==> src/hdl/lce_pkg.sv <==
package lce_pkg;

    // field and register widths
    localparam int PIX_W       = 8;
    localparam int COEF_W      = 16;
    localparam int NUM_COEF    = 5;
    localparam int COEF_IDX_W  = 3;
    localparam int CFG_IDX_W   = 3;
    localparam int HALF_W      = 2;

    // defaults
    localparam int MAX_TAPS_DEF    = 5;
    localparam int QUEUE_DEPTH_DEF = 4;

    // arithmetic widths, sized for up to five taps
    localparam int PROD_W = COEF_W + PIX_W + 1;
    localparam int ACC_W  = 28;
    localparam int WACC_W = 19;
    localparam int NUM_W  = 30;
    localparam int DEN_W  = 21;
    localparam int QUO_W  = 9;
    localparam int STEP_W = 4;
    localparam int EXT_W  = NUM_W + QUO_W;

    // register indexes
    localparam logic [CFG_IDX_W-1:0] REG_COEF_0   = 3'd0;
    localparam logic [CFG_IDX_W-1:0] REG_COEF_1   = 3'd1;
    localparam logic [CFG_IDX_W-1:0] REG_COEF_2   = 3'd2;
    localparam logic [CFG_IDX_W-1:0] REG_COEF_3   = 3'd3;
    localparam logic [CFG_IDX_W-1:0] REG_COEF_4   = 3'd4;
    localparam logic [CFG_IDX_W-1:0] REG_TAP_HALF = 3'd5;
    localparam logic [CFG_IDX_W-1:0] REG_PAD_MODE = 3'd6;

    localparam logic [COEF_W-1:0] COEF_RESET = 16'd4096;
    localparam logic [HALF_W-1:0] HALF_RESET = 2'd1;

    // configuration seen by the back end
    typedef struct packed {
        logic [NUM_COEF-1:0][COEF_W-1:0] coef;
        logic [HALF_W-1:0]               h;
        logic                            mode;
    } cfg_t;

    // queue status
    typedef struct packed {
        logic full;
        logic empty;
    } q_stat_t;

    typedef enum logic [2:0] {
        ST_IDLE,
        ST_SEL,
        ST_MAC,
        ST_PREP,
        ST_DIV,
        ST_OUT
    } bk_state_t;

endpackage

==> src/hdl/lce_front.sv <==
module lce_front #(
    parameter int MAX_TAPS = lce_pkg::MAX_TAPS_DEF,
    parameter int IDX_W    = $clog2(MAX_TAPS),
    parameter int REC_W    = MAX_TAPS * lce_pkg::PIX_W + IDX_W + 1
) (
    input  logic                      clk,
    input  logic                      rst_n,
    input  logic                      in_valid,
    input  logic                      in_ready,
    input  logic [lce_pkg::PIX_W-1:0] pixel_in,
    input  logic                      last_in_line,
    output logic                      push,
    output logic [REC_W-1:0]          rec
);

    logic [MAX_TAPS-1:0][lce_pkg::PIX_W-1:0] win_reg;
    logic [MAX_TAPS-1:0][lce_pkg::PIX_W-1:0] win_shift;
    logic [IDX_W-1:0]                        seen_reg;
    logic [IDX_W-1:0]                        seen_next;

    assign push = in_valid && in_ready;

    // window shifted by the new pixel, newest first
    always_comb
    begin
        win_shift[0] = pixel_in;
        for (int i = 1; i < MAX_TAPS; i++)
        begin
            win_shift[i] = win_reg[i-1];
        end
    end

    assign rec = {last_in_line, seen_reg, win_shift};

    // position within the line, saturating
    always_comb
    begin
        seen_next = seen_reg;
        if (last_in_line)
        begin
            seen_next = '0;
        end
        else if (seen_reg < IDX_W'(MAX_TAPS - 1))
        begin
            seen_next = seen_reg + 1'b1;
        end
    end

    always_ff @(posedge clk or negedge rst_n)
    begin
        if (!rst_n)
        begin
            win_reg  <= '0;
            seen_reg <= '0;
        end
        else if (push)
        begin
            win_reg  <= last_in_line ? '0 : win_shift;
            seen_reg <= seen_next;
        end
    end

endmodule

==> src/hdl/lce_queue.sv <==
module lce_queue #(
    parameter int WIDTH = 8,
    parameter int DEPTH = lce_pkg::QUEUE_DEPTH_DEF
) (
    input  logic                clk,
    input  logic                rst_n,
    input  logic                push,
    input  logic [WIDTH-1:0]    wr_data,
    input  logic                pop,
    output logic [WIDTH-1:0]    rd_data,
    output lce_pkg::q_stat_t    stat
);

    localparam int PTR_W = $clog2(DEPTH);
    localparam int CNT_W = $clog2(DEPTH + 1);

    logic [WIDTH-1:0] mem [DEPTH];
    logic [PTR_W-1:0] wr_ptr_reg;
    logic [PTR_W-1:0] rd_ptr_reg;
    logic [CNT_W-1:0] count_reg;
    logic             do_push;
    logic             do_pop;

    assign stat.full  = (count_reg == CNT_W'(DEPTH));
    assign stat.empty = (count_reg == '0);
    assign do_push    = push && !stat.full;
    assign do_pop     = pop && !stat.empty;
    assign rd_data    = mem[rd_ptr_reg];

    // storage
    always_ff @(posedge clk)
    begin
        if (do_push)
        begin
            mem[wr_ptr_reg] <= wr_data;
        end
    end

    // pointers and fill level
    always_ff @(posedge clk or negedge rst_n)
    begin
        if (!rst_n)
        begin
            wr_ptr_reg <= '0;
            rd_ptr_reg <= '0;
            count_reg  <= '0;
        end
        else
        begin
            if (do_push)
            begin
                wr_ptr_reg <= (wr_ptr_reg == PTR_W'(DEPTH - 1)) ? '0 : wr_ptr_reg + 1'b1;
            end
            if (do_pop)
            begin
                rd_ptr_reg <= (rd_ptr_reg == PTR_W'(DEPTH - 1)) ? '0 : rd_ptr_reg + 1'b1;
            end
            if (do_push && !do_pop)
            begin
                count_reg <= count_reg + 1'b1;
            end
            else if (do_pop && !do_push)
            begin
                count_reg <= count_reg - 1'b1;
            end
        end
    end

endmodule

==> src/hdl/lce_back.sv <==
module lce_back #(
    parameter int MAX_TAPS = lce_pkg::MAX_TAPS_DEF,
    parameter int IDX_W    = $clog2(MAX_TAPS),
    parameter int REC_W    = MAX_TAPS * lce_pkg::PIX_W + IDX_W + 1
) (
    input  logic                      clk,
    input  logic                      rst_n,
    input  lce_pkg::cfg_t             cfg,
    input  lce_pkg::q_stat_t          q_stat,
    input  logic [REC_W-1:0]          rec,
    output logic                      pop,
    output logic                      out_valid,
    input  logic                      out_stall,
    output logic [lce_pkg::PIX_W-1:0] pixel_out,
    output logic                      line_end,
    output logic                      zero_weight
);

    localparam int HMAX = (MAX_TAPS - 1) / 2;
    localparam int H_W  = $clog2(HMAX + 1);
    localparam int PW   = lce_pkg::PIX_W;

    lce_pkg::bk_state_t state_reg, state_next;

    logic [MAX_TAPS-1:0][PW-1:0]        win_reg;
    logic [IDX_W-1:0]                   p_reg;
    logic                               last_reg;
    logic [H_W-1:0]                     d_reg;
    logic [IDX_W-1:0]                   j_reg;
    logic signed [lce_pkg::ACC_W-1:0]   acc_reg;
    logic signed [lce_pkg::WACC_W-1:0]  wacc_reg;
    logic [lce_pkg::NUM_W-1:0]          rem_reg;
    logic [lce_pkg::DEN_W-1:0]          dv_reg;
    logic [lce_pkg::STEP_W-1:0]         k_reg;
    logic [lce_pkg::QUO_W-1:0]          q_reg;
    logic [PW-1:0]                      px_reg;
    logic                               zw_reg;
    logic                               out_valid_reg;
    logic [PW-1:0]                      pixel_out_reg;
    logic                               line_end_reg;
    logic                               zero_weight_reg;

    logic [H_W-1:0]                     h;
    logic [H_W-1:0]                     dmin;
    logic                               done;
    logic                               skip;
    logic                               copy;
    logic                               out_free;
    logic                               emit;
    logic                               advance;
    logic [IDX_W-1:0]                   d_ext;
    logic [IDX_W-1:0]                   h_ext;
    logic [IDX_W-1:0]                   dh;
    logic [IDX_W-1:0]                   twoh;
    logic [IDX_W-1:0]                   tap_i;
    logic                               tap_in;
    logic signed [lce_pkg::COEF_W-1:0]  coef;
    logic signed [lce_pkg::PROD_W-1:0]  prod;
    logic signed [lce_pkg::NUM_W-1:0]   n_s;
    logic signed [lce_pkg::NUM_W-1:0]   n_abs;
    logic signed [lce_pkg::DEN_W-1:0]   d_s;
    logic signed [lce_pkg::DEN_W-1:0]   d_abs;
    logic [lce_pkg::EXT_W-1:0]          trial;
    logic                               fits;
    logic [lce_pkg::QUO_W-1:0]          q_next;

    // job decode
    assign h     = H_W'(cfg.h);
    assign dmin  = last_reg ? '0 : h;
    assign done  = (d_reg == dmin);
    assign d_ext = IDX_W'(d_reg);
    assign h_ext = IDX_W'(h);
    assign dh    = d_ext + h_ext;
    assign twoh  = h_ext << 1;
    assign skip  = (d_ext > p_reg);
    assign copy  = cfg.mode && (((p_reg - d_ext) < h_ext) || (d_reg < h));

    // one tap per cycle
    assign tap_i  = dh - j_reg;
    assign tap_in = (dh >= j_reg) && (tap_i <= p_reg);
    assign coef   = $signed(cfg.coef[lce_pkg::COEF_IDX_W'(j_reg)]);
    assign prod   = coef * $signed({1'b0, win_reg[tap_i]});

    // rounding: floor((2*sum + wsum) / (2*wsum)) with a positive divisor
    assign n_s   = (lce_pkg::NUM_W'(acc_reg) <<< 1) + lce_pkg::NUM_W'(wacc_reg);
    assign d_s   = lce_pkg::DEN_W'(wacc_reg) <<< 1;
    assign n_abs = d_s[lce_pkg::DEN_W-1] ? -n_s : n_s;
    assign d_abs = d_s[lce_pkg::DEN_W-1] ? -d_s : d_s;

    // restoring divide step
    assign trial  = lce_pkg::EXT_W'(dv_reg) << k_reg;
    assign fits   = (lce_pkg::EXT_W'(rem_reg) >= trial);
    assign q_next = {q_reg[lce_pkg::QUO_W-2:0], fits};

    // handshake with queue and output register
    always_comb
    begin
        out_free = !out_valid_reg || !out_stall;
        pop      = (state_reg == lce_pkg::ST_IDLE) && !q_stat.empty;
        emit     = (state_reg == lce_pkg::ST_OUT) && out_free;
        advance  = emit || ((state_reg == lce_pkg::ST_SEL) && skip);
    end

    // next state
    always_comb
    begin
        state_next = state_reg;
        case (state_reg)
            lce_pkg::ST_IDLE:
            begin
                if (!q_stat.empty)
                begin
                    state_next = lce_pkg::ST_SEL;
                end
            end
            lce_pkg::ST_SEL:
            begin
                if (skip)
                begin
                    state_next = done ? lce_pkg::ST_IDLE : lce_pkg::ST_SEL;
                end
                else if (copy)
                begin
                    state_next = lce_pkg::ST_OUT;
                end
                else
                begin
                    state_next = lce_pkg::ST_MAC;
                end
            end
            lce_pkg::ST_MAC:
            begin
                if (j_reg == twoh)
                begin
                    state_next = lce_pkg::ST_PREP;
                end
            end
            lce_pkg::ST_PREP:
            begin
                if ((wacc_reg == '0) || n_abs[lce_pkg::NUM_W-1])
                begin
                    state_next = lce_pkg::ST_OUT;
                end
                else
                begin
                    state_next = lce_pkg::ST_DIV;
                end
            end
            lce_pkg::ST_DIV:
            begin
                if (k_reg == '0)
                begin
                    state_next = lce_pkg::ST_OUT;
                end
            end
            lce_pkg::ST_OUT:
            begin
                if (emit)
                begin
                    state_next = done ? lce_pkg::ST_IDLE : lce_pkg::ST_SEL;
                end
            end
            default:
            begin
                state_next = lce_pkg::ST_IDLE;
            end
        endcase
    end

    // control registers
    always_ff @(posedge clk or negedge rst_n)
    begin
        if (!rst_n)
        begin
            state_reg     <= lce_pkg::ST_IDLE;
            out_valid_reg <= 1'b0;
        end
        else
        begin
            state_reg <= state_next;
            if (emit)
            begin
                out_valid_reg <= 1'b1;
            end
            else if (!out_stall)
            begin
                out_valid_reg <= 1'b0;
            end
        end
    end

    // datapath
    always_ff @(posedge clk)
    begin
        if (pop)
        begin
            win_reg  <= rec[MAX_TAPS*PW-1:0];
            p_reg    <= rec[MAX_TAPS*PW +: IDX_W];
            last_reg <= rec[REC_W-1];
            d_reg    <= H_W'(cfg.h);
        end
        if (advance && !done)
        begin
            d_reg <= d_reg - 1'b1;
        end
        case (state_reg)
            lce_pkg::ST_SEL:
            begin
                px_reg   <= win_reg[d_ext];
                zw_reg   <= 1'b0;
                j_reg    <= '0;
                acc_reg  <= '0;
                wacc_reg <= '0;
            end
            lce_pkg::ST_MAC:
            begin
                if (tap_in)
                begin
                    acc_reg  <= acc_reg + lce_pkg::ACC_W'(prod);
                    wacc_reg <= wacc_reg + lce_pkg::WACC_W'(coef);
                end
                j_reg <= j_reg + 1'b1;
            end
            lce_pkg::ST_PREP:
            begin
                px_reg  <= '0;
                zw_reg  <= (wacc_reg == '0);
                rem_reg <= n_abs;
                dv_reg  <= d_abs;
                k_reg   <= lce_pkg::STEP_W'(lce_pkg::QUO_W - 1);
                q_reg   <= '0;
            end
            lce_pkg::ST_DIV:
            begin
                if (fits)
                begin
                    rem_reg <= rem_reg - lce_pkg::NUM_W'(trial);
                end
                q_reg <= q_next;
                k_reg <= k_reg - 1'b1;
                if (k_reg == '0)
                begin
                    px_reg <= q_next[lce_pkg::QUO_W-1] ? '1 : q_next[PW-1:0];
                end
            end
            default:
            begin
            end
        endcase
        if (emit)
        begin
            pixel_out_reg   <= px_reg;
            line_end_reg    <= last_reg && (d_reg == '0);
            zero_weight_reg <= zw_reg;
        end
    end

    assign out_valid   = out_valid_reg;
    assign pixel_out   = pixel_out_reg;
    assign line_end    = line_end_reg;
    assign zero_weight = zero_weight_reg;

endmodule

==> src/hdl/line_convolution_edge_modes.sv <==
// Streaming 1-D convolution of one line of 8-bit pixels with an odd kernel of
// 2*tap_half+1 signed taps (scale 1/4096), rounded half up and saturated to a
// byte; outputs lag the input by tap_half pixels and the pixel marked
// last_in_line flushes the rest of the line. The front end takes one pixel a
// cycle, while the queue is not full, into a four-entry queue; the back end
// fetches each transaction from the queue and then, per output, selects the
// centre, multiply-accumulates over the taps, prepares the divide, runs the
// restoring division one quotient bit at a time and issues the result. A
// copied edge pixel goes from select straight to issue, a zero divisor or a
// negative sum skips the division, and a centre before the line start gives
// no output; a new transaction is fetched only once the last one is done.
// The shared multiply-accumulate and bit-serial divider set the output rate.
// Configuration must be written only while the block is idle (not enforced).
module line_convolution_edge_modes #(
    parameter int MAX_TAPS    = lce_pkg::MAX_TAPS_DEF,
    parameter int QUEUE_DEPTH = lce_pkg::QUEUE_DEPTH_DEF
) (
    input  logic                           clk,
    input  logic                           rst_n,
    input  logic                           cfg_wr_en,
    input  logic [lce_pkg::CFG_IDX_W-1:0]  cfg_index,
    input  logic [lce_pkg::COEF_W-1:0]     cfg_data,
    input  logic                           in_valid,
    output logic                           in_stall,
    input  logic [lce_pkg::PIX_W-1:0]      pixel_in,
    input  logic                           last_in_line,
    output logic                           out_valid,
    input  logic                           out_stall,
    output logic [lce_pkg::PIX_W-1:0]      pixel_out,
    output logic                           line_end,
    output logic                           zero_weight
);

    localparam int HMAX  = (MAX_TAPS - 1) / 2;
    localparam int IDX_W = $clog2(MAX_TAPS);
    localparam int REC_W = MAX_TAPS * lce_pkg::PIX_W + IDX_W + 1;

    logic [lce_pkg::NUM_COEF-1:0][lce_pkg::COEF_W-1:0] coef_reg;
    logic [lce_pkg::HALF_W-1:0]  tap_half_reg;
    logic                        pad_mode_reg;
    lce_pkg::cfg_t               cfg;
    lce_pkg::q_stat_t            q_stat;
    logic                        push;
    logic                        pop;
    logic [REC_W-1:0]            rec_in;
    logic [REC_W-1:0]            rec_out;

    // configuration registers
    always_ff @(posedge clk or negedge rst_n)
    begin
        if (!rst_n)
        begin
            for (int i = 0; i < lce_pkg::NUM_COEF; i++)
            begin
                coef_reg[i] <= lce_pkg::COEF_RESET;
            end
            tap_half_reg <= lce_pkg::HALF_RESET;
            pad_mode_reg <= 1'b0;
        end
        else if (cfg_wr_en)
        begin
            case (cfg_index)
                lce_pkg::REG_COEF_0:   coef_reg[0]  <= cfg_data;
                lce_pkg::REG_COEF_1:   coef_reg[1]  <= cfg_data;
                lce_pkg::REG_COEF_2:   coef_reg[2]  <= cfg_data;
                lce_pkg::REG_COEF_3:   coef_reg[3]  <= cfg_data;
                lce_pkg::REG_COEF_4:   coef_reg[4]  <= cfg_data;
                lce_pkg::REG_TAP_HALF: tap_half_reg <= cfg_data[lce_pkg::HALF_W-1:0];
                lce_pkg::REG_PAD_MODE: pad_mode_reg <= cfg_data[0];
                default:
                begin
                end
            endcase
        end
    end

    // clamp half length to the kernel depth
    always_comb
    begin
        cfg.coef = coef_reg;
        cfg.h    = (tap_half_reg > lce_pkg::HALF_W'(HMAX)) ? lce_pkg::HALF_W'(HMAX)
                                                           : tap_half_reg;
        cfg.mode = pad_mode_reg;
    end

    assign in_stall = q_stat.full;

    lce_front #(
        .MAX_TAPS (MAX_TAPS),
        .IDX_W    (IDX_W),
        .REC_W    (REC_W)
    ) u_front (
        .clk          (clk),
        .rst_n        (rst_n),
        .in_valid     (in_valid),
        .in_ready     (!q_stat.full),
        .pixel_in     (pixel_in),
        .last_in_line (last_in_line),
        .push         (push),
        .rec          (rec_in)
    );

    lce_queue #(
        .WIDTH (REC_W),
        .DEPTH (QUEUE_DEPTH)
    ) u_queue (
        .clk     (clk),
        .rst_n   (rst_n),
        .push    (push),
        .wr_data (rec_in),
        .pop     (pop),
        .rd_data (rec_out),
        .stat    (q_stat)
    );

    lce_back #(
        .MAX_TAPS (MAX_TAPS),
        .IDX_W    (IDX_W),
        .REC_W    (REC_W)
    ) u_back (
        .clk         (clk),
        .rst_n       (rst_n),
        .cfg         (cfg),
        .q_stat      (q_stat),
        .rec         (rec_out),
        .pop         (pop),
        .out_valid   (out_valid),
        .out_stall   (out_stall),
        .pixel_out   (pixel_out),
        .line_end    (line_end),
        .zero_weight (zero_weight)
    );

    // queue cannot be full and empty at once
    a_queue_state: assert property (@(posedge clk) disable iff (!rst_n)
        !(q_stat.full && q_stat.empty))
        else $error("queue full and empty together");

    // an accepted transaction is held in the queue on the next cycle
    a_push_held: assert property (@(posedge clk) disable iff (!rst_n)
        push |=> !q_stat.empty)
        else $error("queue empty after push");

    // zero divisor gives a zero pixel
    a_zero_weight: assert property (@(posedge clk) disable iff (!rst_n)
        (out_valid && zero_weight) |-> (pixel_out == '0))
        else $error("zero weight with non-zero pixel");

endmodule

==> config.mk <==
export PLATFORM = sky130hd
export DESIGN_NAME = line_convolution_edge_modes
export DESIGN_NICKNAME = d
export VERILOG_FILES = /design/src/hdl/lce_pkg.sv /design/src/hdl/lce_front.sv /design/src/hdl/lce_queue.sv /design/src/hdl/lce_back.sv /design/src/hdl/line_convolution_edge_modes.sv
export SDC_FILE = /design/constraint.sdc
export NUM_CORES = 1
export LEC_CHECK = 0
export ABC_AREA = 1
export BUFFER_PORTS_ARGS = -buffer_cell sky130_fd_sc_hd__clkbuf_2
export CORE_MARGIN = 8
export CORE_UTILIZATION = 60
export CTS_CLUSTER_SIZE = 24
export DETAILED_ROUTE_END_ITERATION = 12
export PLACE_DENSITY = 0.77
export SKIP_LAST_GASP = 1
export SLEW_MARGIN = 0
export SYNTH_ARGS = -nofsm -noshare
export SYNTH_HDL_FRONTEND = slang
export SYNTH_SLANG_ARGS = --single-unit
==> constraint.sdc <==
create_clock -name clk -period 10.6 [get_ports clk]
set_clock_uncertainty 0.05 [all_clocks]
set_input_delay 2.65 -clock clk [delete_from_list [all_inputs] [get_ports clk]]
set_output_delay 2.65 -clock clk [all_outputs]
set_load 0.05 [all_outputs]
# Word-level counts from Yosys, hierarchy flattened
# Memories as Yosys holds them, arrays and structs flattened. A register that Yosys moved wholly into a read port is not among the register bits.
# Cells that the tools add are included.
# classes
addsub	17
multipliers	1
order_cmp	11
n_eq_ne	23
n_shift	1
muxes	45
reduce_logical	48
# op_table
operator	n
$mux W30	2
$pmux W30 S2	1
$pmux W28 S2	1
$bmux W16 S3	1
$ge A30 B39 Y1	1
$shl A21 B4 Y39	1
$mux W19	2
$pmux W19 S2	1
$mux W32	1
$mux W8	4
$add A29 B19 Y30	1
$mux W3	10
$neg A30 Y30	1
$sub A30 B30 Y30	1
$add A28 B25 Y28	1
$mux W28	1
$mul A16 B9 Y25	1
$bmux W8 S3	1
$pmux W8 S3	1
$reduce_and A2 Y1	11
$neg A20 Y21	1
$add A19 B16 Y19	1
$logic_not A19 Y1	1
$eq A3 B3 Y1 const B	6
other kinds (42)	93
# word_totals
register_bits	263
ram_bits	176
input_bits	33
out_inout_bits	12
n_memories	1
# memory_table
memory	words	word_bits	rd	rd_ports_with_merged_regs	write_ports	line	rtl
u_queue.mem	4	44	1	1	1	lce_queue.sv:17	logic [WIDTH-1:0] mem [DEPTH];

# Longest topological paths before layout
# logic_depth
depth_word	10
depth_mapped	41

# Hierarchy
# Synthesis repeated with hierarchy kept, for this count alone.
# unflattened
hier_cells	3855
area_unflattened_um2	32529.9
# by_module_without_submodules
mod	n_inst	cells_each	area_per_inst_um2	seq_area_each_um2
lce_back	1	2735	20093.0	5415.2
lce_queue	1	574	7542.2	5460.2
line_convolution_edge_modes	1	377	3335.7	2084.5
lce_front	1	169	1559.0	875.8

# Worst setup path before layout
# OpenSTA, ideal clock, no wires.
# synth_timing
path_kind	register to register
from	register u_back.d_reg[1]
to	register u_back.acc_reg[24] (netlist name), data pin
setup_ns	0.261
t_arrival_ns	7.560
required_ns	10.289
path_slack_ns	2.729
stages_incl_launch_ff	37
n_path_buf	2
period_less_slack_ns	7.871
path_cell_list	edfxtp_1 -> clkinv_1 -> clkbuf_1 -> fa_1 -> fa_1 -> inv_1 -> nor3_1 -> nand2_1 -> o21a_1 -> inv_1 -> buf_2 -> nand2_1 -> fa_1 -> inv_1 -> fa_1 -> inv_1 -> fa_1 -> inv_1 -> fa_1 -> inv_1 -> fa_1 -> inv_1 -> ha_1 -> a21oi_1 -> nor2_1 -> o21ai_0 -> nand2_1 -> a21oi_1 -> inv_1 -> a21oi_1 -> inv_1 -> nand2_1 -> nand2_1 -> nand2_1 -> nand3_1 -> o21ai_0 -> a21oi_1
# synth_via
elab_chain_len	8
# synth_lines
element	line	rtl
start, declared	lce_back.sv:28	logic [H_W-1:0] d_reg;
start signal, assigned	lce_back.sv:200	d_reg <= H_W'(cfg.h);
start signal, assigned	lce_back.sv:204	d_reg <= d_reg - 1'b1;
$add A2 B2 Y3	lce_back.sv:73	assign dh = d_ext + h_ext;
$sub A3 B3 Y3	lce_back.sv:79	assign tap_i = dh - j_reg;
$bmux W8 S3	lce_back.sv:82	assign prod = coef * $signed({1'b0, win_reg[tap_i]});
$mux W8 (not written as such)	lce_back.sv:82	
$mul A16 B9 Y25	lce_back.sv:82	
$add A28 B25 Y28	lce_back.sv:219	acc_reg <= acc_reg + lce_pkg::ACC_W'(prod);
$mux W28	lce_back.sv:217	if (tap_in)
$pmux W28 S2	lce_back.sv:206	case (state_reg)
end signal, assigned	lce_back.sv:219	
end, declared	lce_back.sv:30	logic signed [lce_pkg::ACC_W-1:0] acc_reg;
# Every way passes these cells. The select of a mux whose other input is x is not followed.
# A chain may end at the register's enable or synchronous reset.

# Worst setup path after layout
# layout_timing
from	register u_back.d_reg[0]
to	register u_back.acc_reg[26] (netlist name), data pin
# The elaborated chain is that of the path after synthesis.

==> out/metrics.yaml <==
synthesis:
  synth.avg_cell_area_um2: 8.65
  yosys_most_used_dff: "edfxtp_1"
  yosys_warnings: 0
  ys_seq_elements: 481
  synth_top_area_share_pct: 33.7
  synth_xor_area_share_pct: 0.950
  synth.area.mux_share_pct: 0.355
  synth-simple-area-share_pct: 18.1
  async_reset_ff_share_pct: 26.8
  synth_top_family_by_area: "simple AND/OR/NAND/NOR gates"
  yosys.area.top_type: "edfxtp_1"
  synth.yosys.seq_area_share_pct: 44.0
  synthAdderAreaFrac_pct: 14.9
  synth_edf_count: 352
  netlist-cell-type-count: 68
  synth_nets: 3951
  yosys-top-cells-area: "edfxtp_1 34%, dfrtp_1 9.8%, nand2_1 9.5%, fa_1 8.6%, ha_1 6.3%"
  netlist_instances: 3625
  syn_area_um2: 31300
  synth_compound_area_share_pct: 13.7
worst_setup_path:
  cp_common_cell: "inv_1"
  crit_family: "adder cells"
  startpoint_type: "flop"
  crit_fanout: 29
  crit_slowest_cell: "nor3_1"
  cp.arrival_ps: 9940
  timing.critical_path.buf_inv: 8
  criticalPathCategory: "reg2reg"
  required_ps: 11020
  endpoint_kind: "flop"
  slowest_delay_ps: 880
outcome:
  status: "finished, final reports clean"
clock_network:
  clk_path_buf_depth: 3
  postCtsHoldBufs: 0
  cts-htree-levels: 2
  cts_root_buffer: "clkbuf_16"
  clock-sinks: 481
  post_cts_resized: 0
  clk_pin_slew_ps: 60
  cts_tree: "done"
  cts_inserted_buffers: 51
  clkLatencyLatePin_ps: 620
  post-cts-setup-buffers: 0
routing:
  drtIter0Drc: 2487
  wl_um: 78100
  viasPerCell: 5.71
  first_pass_iters: 8
  drc: 0
  via_count: 24900
  antenna_left: 0
  wl_per_cell_um: 17.9
placed_design:
  io_buffer_count: 44
  hpwl_um: 55600
  gp_congestion: 0.960
  place_area_um2: 32200
  placed_cells: 4261
final_layout:
  final_cells: 4358
  design_area_um2: 34000
  fin_nets: 3960
  largest_reg_flops: 176
  area_delta_synth_final_pct: 8.38
  final_layout_size_suffix_gt1_share_pct: 6.31
  fillers: 4230
worst_hold_path:
  min_path_type: "reg2reg"
floorplan:
  die-area_um2: 59800
  die_y_um: 245
  die_x_um: 245
  start_util_pct: 60.9
  num_rows: 83
  io_pins: 45
  core-area_um2: 51500
timing:
  final-setup-viol-count: 0
  period_minus_slack_ps: 9520
  finalSetupTns_ps: 0
  fin_crit_sh_pct: 89.8
  max_freq_mhz: 105
  slew_violations: 0
  hold_viol_final: 0
  rsz0062_at_grt: "no"
  maxSlewHeadroom_pct: 27.2
  tightest_slew_ps: 1090
global_route:
  grt_max_degree: 70
  grt_pass1_wl_um: 124000
  overflow: 0
  grt_pass1_vias: 23400
  grt_antenna_before_repair: 1
  grt_usage_pct: 25.6
run:
  cap_violations: 0
-- worst reg2reg max path, stage by stage, from the launching register on --
cell,delay (ps)
edfxtp_1,870
inv_1,390
xor2_1,270
inv_1,60
ha_1,500
clkinv_1,570
nor3_1,880
a32o_1,710
nand2_1,230
inv_1,170
fa_1,480
inv_1,240
fa_1,430
inv_1,80
fa_1,430
fa_1,550
inv_1,50
fa_1,500
inv_1,40
ha_1,360
a21oi_1,220
o21a_1,160
nor3_1,50
a2111oi_0,470
o21ai_0,190
a21oi_1,210
o21ai_0,110
a21oi_1,140
-- placed cells by master, fill, tap and decap left out, types with 8 or more instances in the layout --
master / synthesis / final
a32o_1: 16 / 16
clkinv_1: 10 / 12
clkbuf_1: 100 / 14
a31oi_1: 11 / 11
nand4_1: 21 / 21
o22ai_1: 48 / 48
clkbuf_2: 0 / 43
mux2i_1: 10 / 10
nor3_1: 20 / 19
o21ai_0: 390 / 390
nand2_1: 797 / 796
nor2_1: 334 / 326
edfxtp_1: 352 / 352
buf_4: 0 / 28
o31ai_1: 20 / 20
nor2_4: 3 / 8
o21a_1: 31 / 31
dfrtp_1: 123 / 122
ha_1: 159 / 159
a21oi_1: 200 / 200
nand2_2: 18 / 19
nand3_1: 129 / 129
clkbuf_16: 0 / 51
nand3b_1: 11 / 11
inv_1: 522 / 521
xnor2_1: 17 / 17
inv_2: 12 / 14
xor2_1: 17 / 17
nor2_2: 7 / 10
fa_1: 134 / 134
-- routing by layer --
| metal | share of wire, % | track usage (%) | vias up | routed length [um] |
|---|---|---|---|---|
| li1 | - | - | 12100 | - |
| met1 | 42 | 34.3 | 11800 | 32700 |
| met2 | 48 | 43.1 | 905 | 37600 |
| met3 | 7.0 | 3.56 | 154 | 5460 |
| met4 | 3.0 | 7.87 | 0 | 2350 |
| met5 | 0 | 0 | - | 0 |
-- synth_stat cells, drive strengths merged (2+ instances only) --
cell    instances
or2            10
nand3b         11
nor3b           3
nor3           22
o21bai          6
a32oi           3
fa            134
edfxtp        352
a21boi          3
a22oi           3
buf            16
a32o           16
and3            2
o22ai          48
clkinv         10
a31oi          11
nand2         817
xnor2          17
nor2          344
o21ai         396
o211ai          7
nor4            6
o21a           31
and2            4
inv           534
clkbuf        100
a21oi         201
mux2i          10
a211oi          2
xor2           17
nand4          22
dfstp           6
dfrtp         123
nand3         132
o32ai           2
a221oi          5
o31ai          20
ha            159
a21o            7
-- kinds of logic (layout without fill, tap and decap cells) --
logic type,count (synthesis),after routing
mux,11,11
xor+xnor,34,34
buf+inv,660,712
simple gates,1374,1374
compound gates,771,771
other cells,1,2
flops,481,481
fa+ha+maj,293,293
-- final cells by class --
cell class                 count  area [um^2]  share of cell area, %
multi-input combinational   2484        15100                   44.5
sequential                   481        13800                   40.6
inverter                     544         2040                   6.01
clock buffer                  68         1370                   4.03
tap                          680          851                   2.50
timing repair buffer          72          437                   1.29
clock inverter                28          357                   1.05
antenna                        1         2.50                0.00737
-- through the flow --
stage | worst slack (ps) | hold WS [ps] | utilization [%]
final | 1080 | 373 | 66.0
after global routing | 411 | 381 | 65.9
after CTS | 1270 | 371 | 65.9
after detailed placement | 1290 | 356 | 62.6
after global placement | 1520 | 351 | 62.6
after floorplan | 2730 | 350 | -
-- worst paths after layout --
kind / from / endpoint / slack, ps / cells past startpoint
max: u_back.d_reg[0] / u_back.acc_reg[26] / 1080 / 27
min: u_back.zw_reg / u_back.zero_weight / 370 / 0
max reg2reg: u_back.d_reg[0] / u_back.acc_reg[26] / 1080 / 27
min reg2reg: u_back.zw_reg / u_back.zero_weight / 370 / 0
max in group asynchronous: rst_n / u_queue.rd_ptr_reg[0] / 7070 / 2
min in group asynchronous: rst_n / cfg[37] / 1990 / 1
Power is left out: the tool's default activity adds up to more than one toggle a clock period on the data nets, which glitch-free logic cannot reach.
